File: src/rtl/csg_pkg.sv
// Package for the complex squash gradient block: widths, cell payload types
// and small helpers shared by the interfaces, the cells and the top level.
`timescale 1ns / 1ps
package csg_pkg;

	localparam int DW        = 24;        // data field width
	localparam int FB        = 16;        // fraction bits
	localparam int SQW       = 2 * DW;    // squared magnitude width
	localparam int PW        = DW + 1;    // r + 1 width
	localparam int RPW       = DW + PW;   // r * (r + 1) width
	localparam int DENW      = 74;        // r * (r + 1)^2 width
	localparam int NMW       = 72;        // numerator magnitude width
	localparam int RW        = 100;       // divider remainder width
	localparam int SQ_STAGES = DW;        // one result bit per square root cell
	localparam int DV_STAGES = DW;        // one quotient bit per divider cell

	localparam logic [DW-1:0] POS_LIMIT = {1'b0, {(DW-1){1'b1}}};
	localparam logic [DW-1:0] NEG_LIMIT = {1'b1, {(DW-1){1'b0}}};

	typedef struct packed {
		logic [SQW-1:0] v;
		logic [SQW-1:0] res;
		logic [SQW-1:0] bw;
	} sq_data_t;

	typedef struct packed {
		logic [DW-1:0]  gxm;
		logic [DW-1:0]  gym;
		logic [DW-1:0]  xm;
		logic [DW-1:0]  ym;
		logic           gxn;
		logic           gyn;
		logic           xn;
		logic           yn;
		logic [SQW-1:0] cmag;
		logic           cneg;
		logic           zero;
		logic           last;
	} sq_side_t;

	typedef struct packed {
		sq_data_t d;
		sq_side_t s;
	} sq_cell_t;

	typedef struct packed {
		logic [RW-1:0] rem_re;
		logic [RW-1:0] rem_im;
		logic [RW-1:0] dsh;
		logic [DW-1:0] q_re;
		logic [DW-1:0] q_im;
	} dv_data_t;

	typedef struct packed {
		logic neg_re;
		logic neg_im;
		logic ovf_re;
		logic ovf_im;
		logic zero;
		logic last;
	} dv_side_t;

	typedef struct packed {
		dv_data_t d;
		dv_side_t s;
	} dv_cell_t;

	// Magnitude of a two's complement field; the most negative value maps to 2^(DW-1).
	function automatic logic [DW-1:0] mag(input logic [DW-1:0] v);
		return v[DW-1] ? DW'(-v) : v;
	endfunction

endpackage

File: src/rtl/csg_sqrt_cell.sv
// One cell of the integer square root chain: settles one result bit per
// transaction and hands the partial root to the next cell. Depends on csg_pkg.
`timescale 1ns / 1ps
module csg_sqrt_cell import csg_pkg::*; (
	input  logic     clk,
	input  logic     arst_n,
	input  logic     in_valid,
	output logic     in_ready,
	input  sq_cell_t in_data,
	output logic     out_valid,
	input  logic     out_ready,
	output sq_cell_t out_data
);
	logic           valid_q;
	sq_cell_t       data_q;
	sq_cell_t       nxt;
	logic [SQW-1:0] trial;
	logic           take;

	assign in_ready = !valid_q || out_ready;

	always_comb begin
		trial    = in_data.d.res + in_data.d.bw;
		take     = in_data.d.v >= trial;
		nxt      = in_data;
		nxt.d.v  = take ? in_data.d.v - trial : in_data.d.v;
		nxt.d.res = take ? (in_data.d.res >> 1) + in_data.d.bw : in_data.d.res >> 1;
		nxt.d.bw = in_data.d.bw >> 2;
	end

	always_ff @(posedge clk or negedge arst_n) begin
		if (!arst_n) begin
			valid_q <= 1'b0;
		end else if (in_ready) begin
			valid_q <= in_valid;
		end
	end

	always_ff @(posedge clk) begin
		if (in_ready && in_valid) begin
			data_q <= nxt;
		end
	end

	assign out_valid = valid_q;
	assign out_data  = data_q;
endmodule

File: config.mk
export PLATFORM = sky130hd
export DESIGN_NAME = csg_sqrt_cell
export DESIGN_NICKNAME = d
export VERILOG_FILES = /design/src/rtl/csg_pkg.sv /design/src/rtl/csg_sqrt_cell.sv
export SDC_FILE = /design/constraint.sdc
export NUM_CORES = 1
export LEC_CHECK = 0
export BUFFER_PORTS_ARGS = -buffer_cell sky130_fd_sc_hd__buf_2
export CAP_MARGIN = 5
export CORE_MARGIN = 8
export CORE_UTILIZATION = 40
export DETAILED_ROUTE_END_ITERATION = 6
export PLACE_DENSITY_LB_ADDON = 0.08
export SETUP_SLACK_MARGIN = 0.1
export SLEW_MARGIN = 20
export SYNTH_ARGS = -nofsm -noshare
export SYNTH_HDL_FRONTEND = slang
export SYNTH_SLANG_ARGS = --single-unit
File: constraint.sdc
create_clock -name clk -period 7.24 [get_ports clk]
set_input_delay 1.448 -clock clk [delete_from_list [all_inputs] [get_ports clk]]
set_output_delay 1.448 -clock clk [all_outputs]
set_load 0.1 [all_outputs]
==> results of run 1 <==
-- worst paths after layout --
| check | cells after the start | end | start | slack (ns) |
|---|---|---|---|---|
| worst max-delay path | 22 | out_data[218]$_DFFE_PP_ | in_data[154] | 0.54 |
| worst min-delay path | 2 | out_valid$_DFFE_PN0N_ | out_valid$_DFFE_PN0N_ | 0.54 |
| worst max register to register | 3 | out_data[148]$_DFFE_PP_ | out_valid$_DFFE_PN0N_ | 4.87 |
| worst min register to register | 2 | out_valid$_DFFE_PN0N_ | out_valid$_DFFE_PN0N_ | 0.54 |
| max in group asynchronous | 1 | out_valid$_DFFE_PN0N_ | arst_n | 6.47 |
| min in group asynchronous | 1 | out_valid$_DFFE_PN0N_ | arst_n | 0.68 |
-- metrics by stage --
step	cells	setup TNS, ns	power [mW]	utilization, %	area (um^2)
CTS	2854	0	7.22	51.3	23200
global route	2865	0	7.48	51.3	23200
global placement	2792	0	5.27	48.6	21900
floorplan	1636	0	4.54	-	18200
detailed placement	2792	-2.23	5.27	48.6	21900
finish	2865	0	7.17	51.3	23200
-- per-layer routing --
layer,global-route usage [%],share of wire [%]
met4,11.6,4.3
met2,43.0,48
met3,6.66,6.8
met1,31.6,41
met5,0,0.15
-- critical path, delay by kind of cell --
kind            cells  cell delay [ns]
xor+xnor            1             0.16
mux                 1             0.31
buf+inv             4             0.75
fa+ha+maj           2             0.68
simple gates        3             0.82
compound gates     11             2.80
-- kinds of logic (layout without fill, tap and decap cells) --
logic type | after synthesis | in the layout | share of synthesized area, %
AO/OA/AOI/OAI | 517 | 517 | 19.1
AND/OR/NAND/NOR | 392 | 392 | 10.4
flip-flops | 294 | 294 | 48.5
adder cells (fa/ha/maj) | 145 | 145 | 10.1
XOR/XNOR | 117 | 117 | 5.63
buffers and inverters | 104 | 722 | 2.30
multiplexers | 65 | 65 | 4.01
other | 1 | 13 | 0.0206
-- cell type report --
class                   count  share of cell area (%)
repair buffers            617                    13.9
well taps                 600                    3.24
clock inverters            24                    1.38
diodes                     11                   0.119
inverters                  43                   0.696
multi-input cells        1238                    38.7
clock buffers              38                    3.92
flip-flops and latches    294                    38.0
-- synthesized netlist by cell type, types with 36 or more instances --
master / number
nand3_1: 36
edfxtp_1: 293
mux2_2: 63
nor2_1: 93
xor2_1: 57
ha_1: 142
nand2_1: 113
a21o_1: 98
a21oi_1: 152
clkbuf_1: 45
inv_1: 42
o21ai_0: 72
xnor2_1: 60
-- power groups by stage --
stage          clock [mW]  sequential, mW  combinational, mW
2_1_floorplan           0            3.23               1.32
3_3_place_gp            0            2.17               3.10
3_5_place_dp            0            2.17               3.10
4_1_cts              1.97            2.14               3.12
5_1_grt              2.02            2.15               3.31
6_report             1.92            2.13               3.12
-- registers in the layout, indices dropped and copies added (netlist names) --
register	cells
out_data	293
out_valid	1
==> out/results.ini, run 1 <==
[detailed_routing]
via_per_inst=5.52
vias=15800
drt-initial-drc-count=1175
drt_pass1_iterations=5
ant_nets=0
routedWlPerCell_um=25.0
drc_errors=0
wl_um=71600

[critical_path]
critPathSlowestCell=a2111oi_1
cp-end-kind=flop
critical_path_peak_fanout=23
critical_path_class=primary input to flop
cpMostUsedCell=buf_4
arrival_ns=6.99
max_stage_delay_ns=0.55
path_cells=buf_2 -> ha_1 -> o21ai_0 -> o21a_1 -> nor4b_1 -> o211ai_1 -> a2111oi_1 -> buf_4 -> nor4_1 -> o31ai_1 -> a31oi_1 -> xor2_1 -> ha_1 -> a21o_1 -> a21o_1 -> a22o_1 -> o41ai_1 -> nor3b_1 -> buf_4 -> a21oi_4 -> buf_4 -> mux2_2
critPathRequiredTime_ns=7.53
start_kind=primary input

[pwr]
swShare_pct=42.1
leakagePower_nw=10.1
comb_power_share_pct=43.5
p_int_mw=4.15
seqPwrFrac_pct=29.8
powerDensity_mw_per_mm2=309
clock_power_share_pct=26.7
irDropWorstVdd_v=0.000255
switchingPower_mw=3.01

[layout]
seq_area_mm2=0.00882
layout_common_cells=593 x buf_2, 293 x edfxtp_1, 152 x a21oi_1
n_fill_cell=4189
final_layout_size_suffix_gt1_share_pct=33.6
layout_commonest_cell=buf_2
multi_input_area_mm2=0.00897
nets=2673
area_growth_pct=27.4

[timing]
skew_ns=0.0171
setup_viol=0
worstMarginPinSlew_ns=0.992
fin_crit_ns=6.70
drv_slew=0
whs_ns=0.540
fin_crit_sh_pct=92.5
max_freq_mhz=149
hold_viol=0
rsz0062_at_grt=false
relSlewSlack_pct=33.8
finalWorstSetupSlack_ns=0.545

[clock_tree]
worstSkewPairLatency_ns=0.55
cts_resized=0
cts_buffers=35
ctsLongestPathBuffers=3
cts_tree=yes
path_clk_slew_ns=0.06
postCtsHoldBufs=0
clockRootBuffer=clkbuf_16
post-cts-setup-buffers=0
htreeDepth=2
clkSinkCount=294

[synth]
ys_warn_count=0
synth_top_cell_by_area=edfxtp_1
synth_ff_type=edfxtp_1
syn_inst=1635
netlist_area_mm2=0.0182
synth_top_area_share_pct=48.3
ys_ff_latch=294
synthTopCellsByArea=edfxtp_1 48%, ha_1 9.8%, a21oi_1 4.2%, a21o_1 4.0%, mux2_2 3.9%
ys_seq_area_share_pct=48.5
async_reset_ff_share_pct=0.340
synth-edff-count=293
ys_types=77
synth.avg_cell_area_um2=11.1

[placed_design]
hpwl_um=58300
dp_slack_ns=-0.0627
io_buffers=593
place_congestion=0.939

[global_routing]
grt_pass1_vias=15600
grt_max_degree=88
gr-total-overflow=0
grt_use_total_pct=26.0
grt_pass1_wl_um=104000
antenna_found_initial=21

[floorplanning]
num_io_pins=596
die_h_um=229
rows=78
start_util_pct=40.3
die_w_um=229
die-area_mm2=0.0526
core-area_mm2=0.0452

[worst_hold_path]
hold_class=flop to flop

[flow_run]
max-cap-violations=0

[run_status]
status=completed

Power figures use the tool's default switching activity.
==> run 2: changes to the inputs <==
REMOVE_ABC_BUFFERS = 1   (was unset)
==> out/results.ini, run 2 (synthesized netlist as in run 1, its figures left out) <==
[timing]
setup_tns_ns=0
max_freq_mhz=148
skew_ns=0.0180
worstMarginPinSlew_ns=0.891
whs_ns=0.529
relSlewSlack_pct=40.6
fin_crit_sh_pct=93.2
drv_slew=0
rsz0062_at_grt=false
setup_viol=0
hold_viol=0
finalWorstSetupSlack_ns=0.495
fin_crit_ns=6.74

[floorplanning]
start_util_pct=40.3
num_io_pins=596
rows=78
die_w_um=229
die-area_mm2=0.0526
die_h_um=229
core-area_mm2=0.0452

[placed_design]
place_area_mm2=0.0219
io_buffers=593
hpwl_um=58300
dp_slack_ns=-0.0320
place.detailed.instances=2790
place_congestion=0.931

[clock_tree]
cts_tree=yes
clkSinkCount=294
postCtsHoldBufs=0
worstSkewPairLatency_ns=0.56
ctsLongestPathBuffers=3
clockRootBuffer=clkbuf_16
cts_buffers=37
htreeDepth=2
path_clk_slew_ns=0.06

[global_routing]
antenna_found_initial=24
grt_busiest_layer=met2
use_met3_pct=5.87
grt_pass1_vias=15900
gr-total-overflow=0
grt_pass1_wl_um=104000
grt_max_degree=122
gr-usage-met1_pct=32.6
met2_usage_pct=43.6
grt_use_total_pct=26.0

[critical_path]
critical_path_peak_fanout=42
rrSetupSlack_ns=4.88
max_stage_delay_ns=0.50
regToRegStartpoint=out_valid$_DFFE_PN0N_
critical_path_depth=22
start_kind=primary input
cp-startpoint=in_data[151]
path_cells=buf_2 -> ha_1 -> inv_1 -> fa_1 -> nand2b_1 -> a21oi_1 -> o211ai_1 -> nand3_1 -> a221o_1 -> a31oi_1 -> nor3b_1 -> a21oi_1 -> xor2_1 -> ha_1 -> and3_1 -> nand4_1 -> or3_1 -> o311ai_1 -> o311ai_1 -> a21oi_4 -> buf_4 -> mux2_2
reg2reg_to=out_data[96]$_DFFE_PP_
cpLargestDelayFamily=compound AO/OA/AOI/OAI gates
critical_path_class=primary input to flop
cp-endpoint=out_data[257]$_DFFE_PP_
critPathSlowestCell=buf_4
rr_worst_depth=3
cp-end-kind=flop
critPathRequiredTime_ns=7.53
crit_buf_inv=3
arrival_ns=7.04

[layout]
final_core_util_pct=51.1
layout_common_cells=593 x buf_2, 293 x edfxtp_1, 152 x a21oi_1
largest_reg_flops=293
final_cells=2866
nets=2673
design_area_mm2=0.0231
layout_commonest_cell=buf_2
area_growth_pct=26.9
final_layout_size_suffix_gt1_share_pct=33.5

[detailed_routing]
drc_errors=0
ant_nets=0
wl_um=71400
vias=16000
via_per_inst=5.57
drt_pass1_iterations=5
drt-initial-drc-count=1182
routedWlPerCell_um=24.9

[pwr]
p_total_mw=7.09
leakagePower_nw=10.1
swShare_pct=42.9
comb_power_share_pct=43.7
clock_power_share_pct=26.2
p_int_mw=4.05
powerDensity_mw_per_mm2=307
irDropWorstVdd_v=0.000193
switchingPower_mw=3.04
seqPwrFrac_pct=30.1

[run_status]
status=completed

[flow_run]
max-cap-violations=0

[worst_hold_path]
hold_class=flop to flop

==> run 2: changes by cell type in the layout (fill, tap and decap cells not counted), sizes merged <==
| cell | previous run | this run |
|---|---|---|
| clkbuf | 38 | 44 |
| diode | 11 | 9 |
| buf | 617 | 615 |
| inv | 45 | 47 |
| bufinv | 7 | 3 |
| clkinvlp | 3 | 2 |
| clkinv | 12 | 14 |
==> run 2: what timing repair did <==
| action | 4_1_cts | 5_1_grt |
|---|---|---|
| hold endpoints to repair | 0 | 0 |
| resized for setup | 0 | 1 |
| setup buffers | 0 | 0 |
| setup endpoints to repair | 0 | 31 |
==> run 2: worst register-to-register path: cells and delay by family (launching register included) <==
family                 cells  cell delay [ns]
AND/OR/NAND/NOR            2             0.74
buffers and inverters      1             0.81
flip-flops                 1             0.37
==> run 2: power groups by stage <==
stage | logic [mW] | registers, mW | clock network [mW]
after floorplan | 1.30 | 3.24 | 0
after global placement | 3.07 | 2.17 | 0
after detailed placement | 3.08 | 2.17 | 0
after CTS | 3.09 | 2.14 | 1.90
after global routing | 3.29 | 2.15 | 1.95
final | 3.10 | 2.13 | 1.85
==> run 2: area by class of cell <==
class / instances / area (um^2)
fill: 4193 / 22100
multi-input combinational: 1238 / 8980
sequential: 294 / 8820
timing repair buffer: 615 / 3160
clock buffer: 44 / 973
tap: 600 / 751
clock inverter: 23 / 229
inverter: 43 / 161
antenna: 9 / 22.5
==> run 2: per-layer routing <==
layer	wire, um	share of wire (%)
met1	30000	42
met2	34200	48
met3	4550	6.4
met4	2470	3.5
met5	107	0.15
==> run 2: worst min path at each step <==
stage                                       end  depth (start not counted)  slack [ns]             startpoint
final                     out_valid$_DFFE_PN0N_                          2        0.53  out_valid$_DFFE_PN0N_
after detailed placement  out_valid$_DFFE_PN0N_                          2        0.52  out_valid$_DFFE_PN0N_
after CTS                 out_valid$_DFFE_PN0N_                          2        0.53  out_valid$_DFFE_PN0N_
after global routing      out_valid$_DFFE_PN0N_                          2        0.59  out_valid$_DFFE_PN0N_
after floorplan           out_valid$_DFFE_PN0N_                          0        1.15                 arst_n
after global placement    out_valid$_DFFE_PN0N_                          2        0.50  out_valid$_DFFE_PN0N_
